==> config.mk <==
export PLATFORM = sky130hd
export DESIGN_NAME = qhse_coef_store
export DESIGN_NICKNAME = d
export VERILOG_FILES = /design/src/sv/qhse_pkg.sv /design/src/sv/qhse_coef_store.sv
export SDC_FILE = /design/constraint.sdc
export NUM_CORES = 2
export LEC_CHECK = 0
export ABC_AREA = 1
export BUFFER_PORTS_ARGS = -buffer_cell sky130_fd_sc_hd__buf_2
export CAP_MARGIN = 20
export CORE_AREA = 2 2 355 357
export CTS_CLUSTER_SIZE = 28
export DETAILED_ROUTE_END_ITERATION = 8
export DIE_AREA = 0 0 357 359
export GPL_TIMING_DRIVEN = 0
export PLACE_DENSITY = 0.65
export RECOVER_POWER = 25
export SLEW_MARGIN = 20
export SYNTH_ARGS = -nofsm -noshare
export SYNTH_HDL_FRONTEND = slang
export SYNTH_SLANG_ARGS = --single-unit
==> constraint.sdc <==
create_clock -name clock -period 14.45 [get_ports clock]
set_input_delay 2.89 -clock clock [delete_from_list [all_inputs] [get_ports clock]]
set_output_delay 2.89 -clock clock [all_outputs]
set_load 0.02 [all_outputs]
==> src/sv/qhse_pkg.sv <==
// shared types, constants and helpers of the quintic hermite segment evaluator
`timescale 1ns / 1ps

package qhse_pkg;

   localparam int T_FRAC_BITS = 16;
   localparam int T_W         = T_FRAC_BITS + 1;
   localparam int POS_W       = 32;
   localparam int COEF_W      = 40;
   localparam int ACC_W       = 43;
   localparam int PROD_W      = ACC_W + T_W + 1;
   localparam int NUM_AXES    = 3;
   localparam int AXIS_W      = 2;
   localparam int NUM_COEF    = 6;
   localparam int NUM_STEPS   = NUM_COEF - 1;
   localparam int NUM_STAGES  = NUM_STEPS + 1;
   localparam int CQ_DEPTH    = NUM_STEPS * (NUM_STEPS + 1) / 2;

   typedef enum logic {
      KIND_LOAD = 1'b0,
      KIND_EVAL = 1'b1
   } kind_type;

   typedef logic signed [POS_W-1:0]  pos_type;
   typedef logic signed [COEF_W-1:0] coef_type;
   typedef logic signed [ACC_W-1:0]  acc_type;
   typedef logic        [T_W-1:0]    t_type;

   localparam t_type T_ONE = t_type'(1) << T_FRAC_BITS;

   // per-stage capture strobes of the evaluation pipeline
   typedef struct packed {
      logic [NUM_STAGES-1:0] load;
      logic                  out_load;
   } pipe_ctrl_type;

   // start of the coefficient queue that stage s carries (entries shrink by one per stage)
   function automatic int cq_base(input int s);
      return s * NUM_STEPS - (s * (s - 1)) / 2;
   endfunction

   function automatic coef_type ext_coef(input pos_type v);
      return coef_type'(v);
   endfunction

endpackage

==> src/sv/qhse_coef_store.sv <==
// coefficient former and per-axis coefficient registers
`timescale 1ns / 1ps

module qhse_coef_store
   import qhse_pkg::*;
(
   input  logic                clock,
   input  logic                reset,
   input  logic                load_en,
   input  logic [AXIS_W-1:0]   axis,
   input  pos_type             start_pos,
   input  pos_type             end_pos,
   input  pos_type             start_vel,
   input  pos_type             end_vel,
   input  pos_type             start_acc,
   input  pos_type             end_acc,
   output coef_type            coefs [NUM_AXES][NUM_COEF]
);

   coef_type coef_ff [NUM_AXES][NUM_COEF];
   coef_type new_coef [NUM_COEF];
   coef_type p0e, v0e, v1e, a0e, a1e, dp;

   // every value is doubled, so all coefficients are whole numbers
   always_comb begin
      p0e = ext_coef(start_pos);
      v0e = ext_coef(start_vel);
      v1e = ext_coef(end_vel);
      a0e = ext_coef(start_acc);
      a1e = ext_coef(end_acc);
      dp  = ext_coef(end_pos) - p0e;
      new_coef[0] = p0e <<< 1;
      new_coef[1] = v0e <<< 1;
      new_coef[2] = a0e;
      new_coef[3] = (dp <<< 4) + (dp <<< 2) - (v0e <<< 3) - (v0e <<< 2) - (v1e <<< 3)
                  - (a0e <<< 1) - a0e + a1e;
      new_coef[4] = (dp <<< 1) - (dp <<< 5) + (v0e <<< 4) + (v1e <<< 4) - (v1e <<< 1)
                  + (a0e <<< 1) + a0e - (a1e <<< 1);
      new_coef[5] = (dp <<< 3) + (dp <<< 2) - (v0e <<< 2) - (v0e <<< 1) - (v1e <<< 2)
                  - (v1e <<< 1) - a0e + a1e;
   end

   always_ff @(posedge clock) begin
      if (reset) begin
         for (int a = 0; a < NUM_AXES; a++) begin
            for (int k = 0; k < NUM_COEF; k++) begin
               coef_ff[a][k] <= '0;
            end
         end
      end else if (load_en) begin
         // axis code three matches no row and is dropped
         for (int a = 0; a < NUM_AXES; a++) begin
            if (axis == AXIS_W'(a)) begin
               for (int k = 0; k < NUM_COEF; k++) begin
                  coef_ff[a][k] <= new_coef[k];
               end
            end
         end
      end
   end

   assign coefs = coef_ff;

endmodule

# --- After elaboration in Yosys (flattened, before gate mapping) ---
# Index checks and enable logic that the tools add are counted.
# W data, S select, Z words.
word_totals:
  inputBits: 197
  wordCells: 46
  out_inout_bits: 720
  register_bits: 648
classes:
  n_reduce_logical: 4
  add_sub_neg: 22
  n_eq_ne: 2
ops:
  columns: ["operator", "n"]
  rows:
  - ["$sub A40 B33 Y40", 4]
  - ["$add A40 B32 Y40", 3]
  - ["$sub A39 B34 Y40", 2]
  - ["$sub A40 B32 Y40", 2]
  - ["$add A39 B36 Y40", 1]
  - ["$add A40 B33 Y40", 1]
  - ["$add A40 B36 Y40", 1]
  - ["$sub A40 B35 Y40", 1]
  - ["$sub A34 B38 Y39", 1]
  - ["$sub A38 B33 Y39", 1]
  - ["$sub A38 B35 Y39", 1]
  - ["$add A37 B35 Y38", 1]
  - ["$sub A37 B34 Y38", 1]
  - ["$add A36 B35 Y37", 1]
  - ["$sub A32 B32 Y33", 1]
  - ["$reduce_and A2 Y1", 3]
  - ["$eq A2 B1 Y1 const B", 1]
  - ["$eq A2 B2 Y1 const B", 1]
  - ["$logic_not A2 Y1", 1]

# --- Logic depth before layout (Yosys ltp) ---
logic_depth:
  word_depth: 8
  depth_mapped: 36
  mapped_depth_nobuf: 36

# --- Least setup slack after synthesis ---
# Ideal clock, no wire load.
synth_path:
  kind: "input to register"
  from: "in end_pos[0]"
  to: "reg coef_ff (netlist bit coefs[556])"
  path_stages: 28
  setup_ps: 109
  t_arrival_ps: 7896
  required_ps: 14341
  setup_slack_ps: 6445
  cell_sequence: "inv_1 -> ha_1 -> fa_1 -> inv_1 -> nand3_1 -> nand2_1 -> nand2_1 -> o211ai_1 -> nand2_1 -> nand2_1 -> a21oi_2 -> xnor2_1 -> fa_1 -> fa_1 -> fa_1 -> fa_1 -> inv_1 -> ha_1 -> a21oi_1 -> nor2_1 -> o21ai_0 -> nand2_1 -> a21oi_1 -> nand2_1 -> nand2_1 -> nand3_1 -> nand2_1 -> inv_1"
synth_via:
  elab_chain_cells: 8
synth_lines:
  columns: ["item", "line_no", "source"]
  rows:
  - ["start: declaration", "qhse_coef_store.sv:12", "input pos_type end_pos,"]
  - ["$sub A32 B32 Y33", "qhse_coef_store.sv:31", "dp = ext_coef(end_pos) - p0e;"]
  - ["$sub A34 B38 Y39", "qhse_coef_store.sv:37", "new_coef[4] = (dp <<< 1) - (dp <<< 5) + (v0e <<< 4) + (v1e <<< 4) - (v1e <<< 1)"]
  - ["$add A39 B36 Y40", "qhse_coef_store.sv:37", null]
  - ["$add A40 B36 Y40", "qhse_coef_store.sv:37", null]
  - ["$sub A40 B33 Y40", "qhse_coef_store.sv:37", null]
  - ["$add A40 B33 Y40", "qhse_coef_store.sv:38", "+ (a0e <<< 1) + a0e - (a1e <<< 1);"]
  - ["$add A40 B32 Y40", "qhse_coef_store.sv:38", null]
  - ["$sub A40 B33 Y40", "qhse_coef_store.sv:38", null]
  - ["end signal: indexed assignment", "qhse_coef_store.sv:55", "coef_ff[a][k] <= new_coef[k];"]
  - ["end: declaration", "qhse_coef_store.sv:20", "coef_type coef_ff [NUM_AXES][NUM_COEF];"]
# Every way passes these cells.
# A chain may end at the register's enable or synchronous reset.

# --- Worst setup path in the final report ---
layout_path:
  from: "in start_pos[0]"
  to: "reg coef_ff (netlist bit coefs[310])"
layout_via:
  elab_chain_cells: 8
layout_lines:
  columns: ["item", "line_no", "source"]
  rows:
  - ["start: declaration", "qhse_coef_store.sv:11", "input pos_type start_pos,"]
  - ["$sub A32 B32 Y33", "qhse_coef_store.sv:31", null]
  - ["$sub A34 B38 Y39", "qhse_coef_store.sv:37", null]
  - ["$add A39 B36 Y40", "qhse_coef_store.sv:37", null]
  - ["$add A40 B36 Y40", "qhse_coef_store.sv:37", null]
  - ["$sub A40 B33 Y40", "qhse_coef_store.sv:37", null]
  - ["$add A40 B33 Y40", "qhse_coef_store.sv:38", null]
  - ["$add A40 B32 Y40", "qhse_coef_store.sv:38", null]
  - ["$sub A40 B33 Y40", "qhse_coef_store.sv:38", null]
# Every way passes these cells.

==> flow_summary.json <==
{
  "run_status": "complete, no violations",
  "synth.avg_cell_area_um2": 7.604,
  "fmax_ghz": 0.1043,
  "ioPinCount": 917,
  "ys_seq_elements": 642,
  "grt_pass1_vias": 45260,
  "ys.flop_type": "dfxtp_1",
  "ys_top_cells_by_area": "dfxtp_1 27%, fa_1 23%, inv_1 10%, nand2_1 8.2%, nor2_1 6.0%",
  "gp_congestion": 0.9952,
  "cp_slowest_cell": "xor2_1",
  "grt_max_degree": 14,
  "synth_common_cells": "1326 x inv_1, 1046 x nand2_1, 764 x nor2_1, 642 x dfxtp_1, 561 x fa_1",
  "async_flop_share_pct": 0,
  "numCtsBuffers": 74,
  "cts_max_level": 3,
  "cp-end-kind": "flip-flop",
  "cp-start-kind": "primary input",
  "dieArea_mm2": 0.1282,
  "slew_viol_final": 0,
  "grt_first_pass_wirelength_mm": 312.7,
  "cts_setup_buffers": 0,
  "first_pass_iters": 6,
  "tightestPinTransition_ns": 1.289,
  "hold_class": "flip-flop to flip-flop",
  "yosys.area.top_type_share_pct": 26.82,
  "synthMostInstantiatedCell": "inv_1",
  "die_h_um": 359,
  "ctsResizeCount": 0,
  "skew_ns": 0,
  "required_ns": 15.01,
  "core-area_mm2": 0.1246,
  "synthCells": 6301,
  "cpMostUsedCell": "nand2_1",
  "port_buffers": 909,
  "cts_buffer_depth": 3,
  "cts-hold-fix-buffers": 0,
  "track_usage_pct": 33.97,
  "cts_tree": "done",
  "yosys.cell_types.count": 38,
  "first_iter_violations": 4690,
  "areaGrowthSynthToFinish_pct": 18.67,
  "critical_path_arrival_ns": 10.16,
  "ys_warn_count": 0,
  "cts_root_buf": "clkbuf_16",
  "yosysSeqAreaShare_pct": 26.82,
  "nets": 8235,
  "synth_edf_count": 0,
  "setup_tns_ns": 0,
  "largest_reg_flops": 642,
  "drc": 0,
  "setup_viol": 0,
  "start_util_pct": 38.46,
  "rsz0062_at_grt": "no",
  "final_layout_size_suffix_gt1_share_pct": 12.14,
  "yosys.area.top_type": "dfxtp_1",
  "dr_total_vias": 46560,
  "cp_max_fo": 4,
  "fp.dieW_um": 357,
  "vias_per_cell": 5.156,
  "slowest_delay_ns": 0.85,
  "path_buf_inv": 6,
  "max-slew-margin-rel_pct": 14.04,
  "clk_pin_slew_worst_paths_ns": 0.06,
  "insertion_delay_ns": 0.67,
  "row_count": 130,
  "wl_per_cell_um": 24.53,
  "timing.final.crit_share_pct": 66.37,
  "hpwl_mm": 187.4,
  "fin_crit_ns": 9.591,
  "numClockSinks": 642,
  "max_cap_violations": 0,
  "wirelength_mm": 221.5,
  "hold_viol_final": 0,
  "cpLargestDelayFamily": "adder cells",
  "crit_type": "primary input to flip-flop",
  "antenna_found_initial": 64,
  "netlist_area_mm2": 0.04791,
  "drtAntennaViolNets": 0,
  "grt-ovfl-total": 0
}
-- layout make-up --
type	count	area (um^2)
flip-flops and latches	642	12850
fillers	13030	67740
well taps	1650	2064
plain buffers	291	1513
repair buffers	910	4153
multi-input cells	4042	28600
clock inverters	24	365.4
diodes	33	82.58
clock buffers	106	2232
inverters	1331	4996
-- metrics by stage --
step | cell area [um^2] | hold WS [ns] | instances | utilization, % | worst slack [ns]
after CTS | 57200 | 0.4652 | 8996 | 45.91 | 5.023
after floorplan | 47930 | 0.5450 | 6306 | - | 6.445
after global routing | 56820 | 0.4878 | 9013 | 45.60 | 4.655
after detailed placement | 54600 | 0.4538 | 8866 | 43.82 | 4.323
after global placement | 54550 | 0.4491 | 8865 | 43.78 | 4.401
final | 56860 | 0.4639 | 9029 | 45.64 | 4.859
-- kinds of logic after synthesis --
logic type,after synthesis,share of synthesized area [%]
and+or+nand+nor,2205,18.58
adders and majority gates,746,28.27
DFF,642,26.82
AOI/OAI and AO/OA,1004,11.29
xor gates and xnor gates,81,1.481
other,1,0.007827
buffers and inverters,1622,13.55
-- path summary, 6_finish.rpt --
check | from | endpoint | slack [ns] | cells after the start
worst min-delay path | coefs[187] | coefs[187] | 0.46 | 2
worst min register to register | coefs[187] | coefs[187] | 0.46 | 2
worst max register to register | coefs[712] | coefs[712] | 13.33 | 2
worst max-delay path | start_pos[0] | coefs[310] | 4.86 | 29
-- cell usage in the layout, fill, tap and decap left out, types with 2 or more instances in the layout --
master | netlist | routed
inv_1 | 1326 | 1326
nand2_1 | 1046 | 1046
nor2_1 | 764 | 764
buf_2 | 89 | 659
dfxtp_1 | 642 | 642
fa_1 | 561 | 561
o21ai_0 | 463 | 463
clkbuf_1 | 114 | 447
a21oi_1 | 385 | 385
nand3_1 | 308 | 308
ha_1 | 185 | 185
buf_4 | 78 | 78
clkbuf_16 | 0 | 74
o21a_1 | 62 | 62
xor2_1 | 61 | 60
o21bai_1 | 52 | 52
diode_2 | 0 | 33
nor3_1 | 31 | 31
o211ai_1 | 30 | 30
clkbuf_8 | 0 | 26
nand3b_1 | 24 | 24
xnor2_1 | 20 | 19
nand4_1 | 16 | 16
clkbuf_2 | 1 | 13
buf_1 | 9 | 9
clkinv_2 | 0 | 9
a21o_1 | 6 | 6
conb_1 | 1 | 6
nand2_2 | 4 | 4
inv_2 | 4 | 4
and2_1 | 4 | 4
clkinv_16 | 0 | 4
bufinv_16 | 0 | 4
o21ai_1 | 3 | 3
clkinv_4 | 0 | 3
nor2_2 | 2 | 2
nor3_4 | 2 | 2
inv_6 | 0 | 2
-- metal layers --
metal	wire length, um	GRT usage [%]	share of wire, %
met1	86740	42.47	39
met2	100400	54.05	45
met3	21060	8.437	9.5
met4	13080	17.66	5.9
met5	178	0	0.080
-- worst reg2reg max path: stages, from the launching register on --
cell and delay (ns):
dfxtp_1 0.70, o21ai_0 0.19, a21oi_1 0.15
Power is left out: the tool's default activity adds up to more than one toggle a clock period on the data nets, which glitch-free logic cannot reach.
