[src/sv/qhse_pkg.sv]
// shared types, constants and helpers of the quintic hermite segment evaluator
`timescale 1ns / 1ps

package qhse_pkg;

   localparam int T_FRAC_BITS = 16;
   localparam int T_W         = T_FRAC_BITS + 1;
   localparam int POS_W       = 32;
   localparam int COEF_W      = 40;
   localparam int ACC_W       = 43;
   localparam int PROD_W      = ACC_W + T_W + 1;
   localparam int NUM_AXES    = 3;
   localparam int AXIS_W      = 2;
   localparam int NUM_COEF    = 6;
   localparam int NUM_STEPS   = NUM_COEF - 1;
   localparam int NUM_STAGES  = NUM_STEPS + 1;
   localparam int CQ_DEPTH    = NUM_STEPS * (NUM_STEPS + 1) / 2;

   typedef enum logic {
      KIND_LOAD = 1'b0,
      KIND_EVAL = 1'b1
   } kind_type;

   typedef logic signed [POS_W-1:0]  pos_type;
   typedef logic signed [COEF_W-1:0] coef_type;
   typedef logic signed [ACC_W-1:0]  acc_type;
   typedef logic        [T_W-1:0]    t_type;

   localparam t_type T_ONE = t_type'(1) << T_FRAC_BITS;

   // per-stage capture strobes of the evaluation pipeline
   typedef struct packed {
      logic [NUM_STAGES-1:0] load;
      logic                  out_load;
   } pipe_ctrl_type;

   // start of the coefficient queue that stage s carries (entries shrink by one per stage)
   function automatic int cq_base(input int s);
      return s * NUM_STEPS - (s * (s - 1)) / 2;
   endfunction

   function automatic coef_type ext_coef(input pos_type v);
      return coef_type'(v);
   endfunction

endpackage

[src/sv/qhse_merge.sv]
// merging stage: halves and saturates the lane results into the output register
`timescale 1ns / 1ps

module qhse_merge
   import qhse_pkg::*;
(
   input  logic          clock,
   input  logic          reset,
   input  pipe_ctrl_type ctrl,
   input  acc_type       acc_in [NUM_AXES],
   input  logic          rsp_stall,
   output logic          rsp_valid,
   output pos_type       pos [NUM_AXES]
);

   localparam logic signed [ACC_W-2:0] POS_MAX = (ACC_W-1)'({1'b0, {(POS_W-1){1'b1}}});
   localparam logic signed [ACC_W-2:0] POS_MIN = (ACC_W-1)'($signed({1'b1, {(POS_W-1){1'b0}}}));

   logic    valid_ff, valid_in;
   pos_type pos_ff [NUM_AXES];
   pos_type pos_in [NUM_AXES];
   logic signed [ACC_W-2:0] half [NUM_AXES];

   always_comb begin
      for (int a = 0; a < NUM_AXES; a++) begin
         half[a] = (ACC_W-1)'(acc_in[a] >>> 1);
         if (half[a] > POS_MAX) begin
            pos_in[a] = POS_MAX[POS_W-1:0];
         end else if (half[a] < POS_MIN) begin
            pos_in[a] = POS_MIN[POS_W-1:0];
         end else begin
            pos_in[a] = half[a][POS_W-1:0];
         end
      end
      valid_in = ctrl.out_load || (valid_ff && rsp_stall);
   end

   always_ff @(posedge clock) begin
      if (reset) begin
         valid_ff <= 1'b0;
      end else begin
         valid_ff <= valid_in;
      end
   end

   always_ff @(posedge clock) begin
      if (ctrl.out_load) begin
         pos_ff <= pos_in;
      end
   end

   assign rsp_valid = valid_ff;
   assign pos       = pos_ff;

endmodule

[config.mk]
export PLATFORM = sky130hd
export DESIGN_NAME = qhse_merge
export DESIGN_NICKNAME = d
export VERILOG_FILES = /design/src/sv/qhse_pkg.sv /design/src/sv/qhse_merge.sv
export SDC_FILE = /design/constraint.sdc
export NUM_CORES = 1
export LEC_CHECK = 0
export BUFFER_PORTS_ARGS = -buffer_cell sky130_fd_sc_hd__buf_4
export CAP_MARGIN = 15
export CORE_ASPECT_RATIO = 1.2
export CORE_MARGIN = 2
export CORE_UTILIZATION = 47
export CTS_BUF_LIST = sky130_fd_sc_hd__clkbuf_4 sky130_fd_sc_hd__clkbuf_8 sky130_fd_sc_hd__clkbuf_16
export CTS_CLUSTER_DIAMETER = 80
export DETAILED_ROUTE_END_ITERATION = 8
export GPL_ROUTABILITY_DRIVEN = 0
export PLACE_DENSITY_LB_ADDON = 0.08
export RECOVER_POWER = 100
export SYNTH_ARGS = -nofsm -noshare
export SYNTH_HDL_FRONTEND = slang
export SYNTH_SLANG_ARGS = --single-unit
[constraint.sdc]
create_clock -name clock -period 1.68 [get_ports clock]
set_input_delay 0 -clock clock [delete_from_list [all_inputs] [get_ports clock]]
set_output_delay 0 -clock clock [all_outputs]
set_load 0.005 [all_outputs]
* Yosys cells after proc, flatten, opt, wreduce, memory -nomap -nowiden
Index checks and enable logic that the tools add are counted.
** Cells by class
- Multiplexer cells :: 3
- Reductions and logical operators :: 2
- $lt $le $gt $ge :: 6
** Operator list (count)
- greater-than comparator 42 x 32 -> 1 bit (second input constant) :: 3
- less-than comparator 42 x 32 -> 1 bit (second input constant) :: 3
- two-way mux 32 bit :: 3
- logical AND 1 bit :: 1
- logical OR 1 bit :: 1
** Storage, ports and cells
- Output and inout bits :: 97
- Register bits :: 97

* Longest topological paths before layout
Gate-level depths: netlist (run 1).
- Depth after elaboration :: 2
- Mapped depth :: 5
- Mapped depth without buffers :: 3

* Least setup slack after synthesis (run 1)
No wires, ideal clock.
- Path type :: input to register
- From :: input port acc_in[80] (netlist bit)
- To :: register pos_ff, in the netlist pos[33] (data pin)
- Buffers on the path :: 2
- Arrival time :: 1.071 ns
- Required time :: 1.416 ns
- Stages :: 5
- Path slack :: 0.345 ns
- Cell sequence :: or4_1 buf_2 buf_6 nor4_2 o2bb2ai_1
** On the way
- Longest elaborated chain between the ends :: 2
** Ends and longest elaborated chain
- start, declared :: RTL line qhse_merge.sv:10 : input acc_type acc_in [NUM_AXES],
- less-than comparator 42 x 32 -> 1 bit :: RTL line qhse_merge.sv:29 : end else if (half[a] < POS_MIN) begin
- two-way mux 32 bit :: RTL line qhse_merge.sv:29
- end signal, assigned :: RTL line qhse_merge.sv:48 : pos_ff <= pos_in;
- end, declared :: RTL line qhse_merge.sv:20 : pos_type pos_ff [NUM_AXES];
Several ways; a longest one is shown, not always the timed one.
A chain may end at the register's enable or synchronous reset.

* Worst setup path in the final report (run 1)
- From :: input port acc_in[48] (netlist bit)
- To :: register pos_ff, in the netlist pos[36] (data pin)
Same word-level chain as after synthesis.

==> parameters.txt, run 1 <==
Parameter                              Value

Place
  I/O Buffers ... 226
  Total placed cells including tap cells ... 704
  Detailed placement HPWL ... between 9 and 10 mm

Clock tree
  Cts repair resizes ... 0
  Clock tree from TritonCTS ... done
  TritonCTS buffer count ... 9
  Hold_buf cts ... 56
  Clock latency at the later pin of the worst-skew pair ... 0.34 ns
  Clock Sinks ... 97
  Buffer type at the clock tree root ... clkbuf_16
  Number of buffers inserted by post-CTS setup repair ... 0
  Buffer depth of the longest clock path ... 2
  Clock Pin Slew Worst Setup and Hold Paths ... 0.07 ns
  CTS H-Tree Depth ... 3

Routing
  Vias ... 4776
  Remaining DRCs ... 0
  Pre-antenna DRT Iters ... 4
  Detailed Route WL ... 14.9 mm
  Iter 0 DRT Violations ... slightly below 300
  Ratio of routed vias to standard cells ... 6.15
  Average wire per standard cell ... 19.2 µm
  Post-DRT Antenna Nets ... 0

Worst setup path
  Endpoint arrival time on the critical path ... approximately 1.6 ns
  Cell with the biggest individual delay on the critical path ... dlygate4sd3_1
  Element type at the critical path start ... input pin
  CP Capture Type ... flop
  Required time worst endpoint ... 1.73 ns
  Biggest cell delay along the critical path ... around 0.55 ns
  Cell-by-cell trace of the critical path ... dlygate4sd3_1 > buf_4 > or4_1 > nor4_1 > o2bb2ai_1
  Worst-path fanout max ... 2
  Type of the worst setup path ... in2reg
  Logic depth of the worst register-to-register path ... 3

Yosys
  Ys async rst share ... 0%
  Mapped Nets ... 540
  Number of flops mapped to enable cells by yosys ... 96
  Post-synthesis simple-gate area fraction ... about 22%
  Most instantiated flip-flop cell in the synthesis netlist ... edfxtp_1
  Leading post-synthesis cells by cell area ... edfxtp_1, a2bb2oi_1, nand4_1
  Total number of yosys warnings ... 0
  Top cells by instance count after synthesis ... edfxtp_1, nand4_1, a2bb2oi_1, clkbuf_1, or4_1
  Post-synthesis sequential element count ... 97
  Avg Synthesized Cell Area ... around 13 µm²
  Syn Std Cell Area ... around 0.0051 mm²
  Area fraction of the dominant cell type after synthesis ... 56.1%
  Area share of fa/ha/maj cells after synthesis ... 0%
  Xor/xnor cell area share of the yosys netlist ... 0%
  Portion of netlist area occupied by mux cells ... 0%
  Main combinational cell family by area after synthesis ... simple AND/OR/NAND/NOR gates
  Complex-gate fraction of the synthesized area ... 15.9%
  Library cell with the highest instance count after synthesis ... edfxtp_1
  Post-synthesis cell type with the largest combined area ... edfxtp_1
  Distinct cell type count after synthesis ... 21
  Synthesized instance count ... 401
  Sequential share of the synthesized area ... 56.5%

Timing
  Unrepaired setup endpoints after global routing ... no
  Number of hold-slack violations in the final timing report ... 0
  Clock skew ... 0 ns
  Worst Tran Pin Value ... 1.51 ns
  Final TNS setup ... 0 ns
  Max Transition Viols Final ... 33
  Crit share post-route ... about nine tenths
  Max Clock Freq ... 663 MHz
  Worst rel slew slack ... -0.527%
  Setup violation total in the final timing report ... 0
  Minimum period implied by the final worst setup slack ... between 1.5 and 2 ns

GRT
  Number of antenna violations at the first check in global routing ... 0
  Pin count of the biggest net entering global routing ... 98
  Via count of the first global-routing pass ... 4560
  Wire length of the first global-routing pass ... 23.6 mm
  Global route total overflow ... 0
  All-Layer GR Usage ... 24.9%

Die
  Floorplan die width ... between 90 and 100 µm
  Core area ... 0.0106 mm²
  Height of the chip ... 119 µm
  Top Ports ... 236
  Site Rows ... 41
  Initial core utilization ... 48.7%
  DIE AREA ... roughly 0.012 mm²

Status
  Outcome ... finished with violations
  Failing checks ... max-capacitance violations, max-slew violations

Finish
  Number of non-filler instances in the completed layout ... approximately 780
  Fraction of layout instances using a drive strength above 1 ... 36.2%
  Final layout net count ... around 780
  Number of fill cells ... 803
  Synthesis-to-finish area growth ... 45.0%
  Number of antenna diodes ... 0

Power and ir drop
  Peak VDD IR ... 440 µV
  Power density over the cells ... 814 mW/mm²
  Static leakage ... 0.00272 µW

Hold path
  Hold path cells ... 2
  Tightest Hold Check Type ... in2reg

Job
  Number of maximum-capacitance violations ... 1
-- layout by cell type, fill, tap and decap left out --
master,netlist,layout
or4_1,32,31
nand2_1,1,1
nor3_2,0,1
nand4_1,64,64
nand3_1,2,2
clkbuf_16,0,9
bufinv_16,0,1
clkbuf_8,0,3
and2_1,2,2
o2bb2ai_1,31,31
buf_12,0,1
a2bb2oi_1,62,62
clkbuf_4,0,75
or4_2,0,1
clkbuf_1,48,34
buf_4,3,131
clkinv_2,0,1
or2_2,1,1
and4_1,4,4
nor2_1,3,3
a21oi_1,1,1
nor4_2,30,10
dfxtp_1,1,1
dlygate4sd3_1,0,56
nor4_1,5,25
edfxtp_1,96,96
-- registers in the layout (all words and copies together), names as in the netlist --
signal,cells
rsp_valid,1
pos,96
-- through the flow --
step | cell area, µm² | power, µW | utilization [%] | setup WS, ns | hold slack, ns
after floorplan | 5140 | 3250 | - | 0.345 | 0.0724
after global placement | 6830 | 3890 | 64.6 | 0.0685 | 0.157
after detailed placement | 6830 | 3910 | 64.6 | 0.0125 | 0.169
after CTS | 7700 | 6170 | 72.9 | 0.260 | 0.000518
after global routing | 7450 | 6250 | 70.5 | 0.0956 | 0.0249
final | 7450 | 6060 | 70.5 | 0.171 | 0.0123
-- layer usage --
metal  share of wire (%)  track usage [%]
met4                 3.6             11.3
met2                  52             42.1
met1                  38             30.8
met5                   0                0
met3                 6.4             4.20
-- path summary, 6_finish.rpt --
path	startpoint	to	slack (ns)
setup / recovery	acc_in[48]	pos[36]	0.17
hold / removal	acc_in[109]	pos[86]	0.01
setup reg to reg	rsp_valid	rsp_valid	0.52
hold reg to reg	rsp_valid	rsp_valid	1.06
-- cell type report --
class	count	area (µm²)	area share, %
Tap cell	129	161	2.17
Clock buffer	14	282	3.78
Clock inverter	2	35.0	0.470
Multi-Input combinational cell	239	1830	24.6
Timing Repair Buffer	295	2240	30.1
Sequential cell	97	2900	39.0
-- logic make-up after synthesis --
group / count (synthesis)
compound gates: 94
flops: 97
buf+inv: 65
simple gates: 145
-- power by group --
group	leakage [µW]	internal [µW]	switching, µW
clock	0.000160	1310	858
combinational	0.00161	529	445
sequential	0.000948	2870	49.2
-- critical path: cells and delay by family --
family / cells / cell delay (ns)
AND/OR/NAND/NOR: 2 / 0.76
buffers and inverters: 2 / 0.69
AO/OA/AOI/OAI: 1 / 0.11
(Power assumes the default switching activity.)
==> inputs of run 2 (changes only) <==
--- a/config.mk
+++ b/config.mk
@@ -8,12 +8,12 @@
 export BUFFER_PORTS_ARGS = -buffer_cell sky130_fd_sc_hd__buf_4
 export CAP_MARGIN = 15
 export CORE_ASPECT_RATIO = 1.2
-export CORE_MARGIN = 2
 export CORE_UTILIZATION = 47
 export CTS_BUF_LIST = sky130_fd_sc_hd__clkbuf_4 sky130_fd_sc_hd__clkbuf_8 sky130_fd_sc_hd__clkbuf_16
 export CTS_CLUSTER_DIAMETER = 80
 export DETAILED_ROUTE_END_ITERATION = 8
 export GPL_ROUTABILITY_DRIVEN = 0
+export MAX_ROUTING_LAYER = met4
 export PLACE_DENSITY_LB_ADDON = 0.08
 export RECOVER_POWER = 100
 export SYNTH_ARGS = -nofsm -noshare
==> run 2 against run 1 <==
The flow still finishes with violations (max-capacitance violations, max-slew violations). Sequential power barely moved. Critical path depth is the same. Setup slack better by 0.0034 ns. Critical path type unchanged. Critical endpoint is now pos[60]. Highest routed layer unchanged.
==> parameters.txt, run 2 (synthesis gave the netlist of run 1 again) <==
Parameter                              Value

Timing
  Max Transition Viols Final ... 33
  Minimum period implied by the final worst setup slack ... 1.51 ns
  Clock skew ... 0 ns
  Max Clock Freq ... 664 MHz
  Worst rel slew slack ... -3.36%
  Worst Tran Pin Value ... approximately 1.6 ns
  Final TNS setup ... 0 ns
  Unrepaired setup endpoints after global routing ... no
  Hold slack ... 0.0130 ns
  Crit share post-route ... 89.6%
  Setup violation total in the final timing report ... 0
  Number of hold-slack violations in the final timing report ... 0

Finish
  Most common library cell in the layout ignoring fill and taps ... buf_4
  Most frequent cells in the layout ... buf_4, edfxtp_1, clkbuf_4, nand4_1, a2bb2oi_1
  Number of non-filler instances in the completed layout ... 777
  Final layout net count ... roughly 800
  Fraction of layout instances using a drive strength above 1 ... 36.0%
  Max reg flops ... 96
  Synthesis-to-finish area growth ... 45.1%
  Number of antenna diodes ... 0

Power and ir drop
  Power density over the cells ... roughly 800 mW/mm²
  Static leakage ... 0.00274 µW
  Peak VDD IR ... just under 500 µV

Clock tree
  Clock Sinks ... 97
  Clock latency at the later pin of the worst-skew pair ... 0.33 ns
  Clock Pin Slew Worst Setup and Hold Paths ... around 0.07 ns
  Buffer depth of the longest clock path ... 2
  Cts repair resizes ... 0
  Buffer type at the clock tree root ... clkbuf_16
  CTS H-Tree Depth ... 3
  Clock tree from TritonCTS ... done
  Number of buffers inserted by post-CTS setup repair ... 0
  Hold_buf cts ... 57
  TritonCTS buffer count ... 9

Worst setup path
  Required time worst endpoint ... 1.71 ns
  Endpoint arrival time on the critical path ... 1.54 ns
  Element type at the critical path start ... input pin
  Worst-path fanout max ... 2
  Type of the worst setup path ... in2reg
  CP Capture Type ... flop

Routing
  Iter 0 DRT Violations ... 355
  Remaining DRCs ... 0
  Average wire per standard cell ... 19.1 µm
  Ratio of routed vias to standard cells ... 6.12
  Vias ... between 4000 and 5000
  Pre-antenna DRT Iters ... 5
  Post-DRT Antenna Nets ... 0
  Detailed Route WL ... 14.8 mm

Hold path
  Tightest Hold Check Type ... in2reg

GRT
  Wire length of the first global-routing pass ... 22.8 mm
  All-Layer GR Usage ... between 20 and 30%
  Pin count of the biggest net entering global routing ... 56
  Global route total overflow ... 0
  Number of antenna violations at the first check in global routing ... 0
  Via count of the first global-routing pass ... about 4400

Die
  Core area ... 0.0106 mm²
  Floorplan die width ... 97.5 µm
  Height of the chip ... between 100 and 150 µm
  Initial core utilization ... approximately 49%
  DIE AREA ... 0.0114 mm²
  Top Ports ... 236
  Site Rows ... approximately 40

Place
  I/O Buffers ... 226
  Total placed cells including tap cells ... 704
  Detailed placement HPWL ... between 8 and 9 mm

Job
  Number of maximum-capacitance violations ... 1

Status
  Outcome ... finished with violations
  Failing checks ... max-capacitance violations, max-slew violations
[run 2: worst max-delay path, stage by stage]
cell and delay, ns:
dlygate4sd3_1 0.54, buf_4 0.14, or4_1 0.52, nor4_1 0.21, o2bb2ai_1 0.13
[run 2: layout make-up]
type                    instances  area, µm²
multi-input cells             239       1800
repair buffers                296       2280
well taps                     129        161
clock inverters                 6       82.6
clock buffers                  10        233
flip-flops and latches         97       2900
fillers                       783       3110
[run 2: report_power, final]
| group | internal, µW | total, µW | switching (µW) |
|---|---|---|---|
| clock network | 1310 | 2200 | 883 |
| registers | 2870 | 2930 | 51.0 |
| logic | 539 | 984 | 445 |
[run 2: path summary, 6_finish.rpt]
| path | start | depth (start not counted) | to | slack (ns) |
|---|---|---|---|---|
| worst min register to register | rsp_valid | 3 | rsp_valid | 1.04 |
| worst max-delay path | acc_in[72] | 5 | pos[60] | 0.17 |
| worst max register to register | rsp_valid | 3 | rsp_valid | 0.53 |
| worst min-delay path | acc_in[15] | 2 | pos[14] | 0.01 |
[run 2: metal layers]
metal	global-route usage (%)	part of all wire, %
met1	32.8	40
met2	41.9	51
met3	4.61	6.7
met4	8.92	2.0
met5	-	0
[run 2: stage by stage]
stage | util, % | worst slack (ns) | cell area, µm² | power (µW)
after global placement | 64.8 | 0.0661 | 6850 | 3890
after CTS | 73.2 | 0.286 | 7740 | 6190
after global routing | 70.6 | 0.0989 | 7460 | 6300
after floorplan | - | 0.345 | 5140 | 3250
after detailed placement | 64.8 | 0.0344 | 6850 | 3920
final | 70.6 | 0.174 | 7460 | 6110
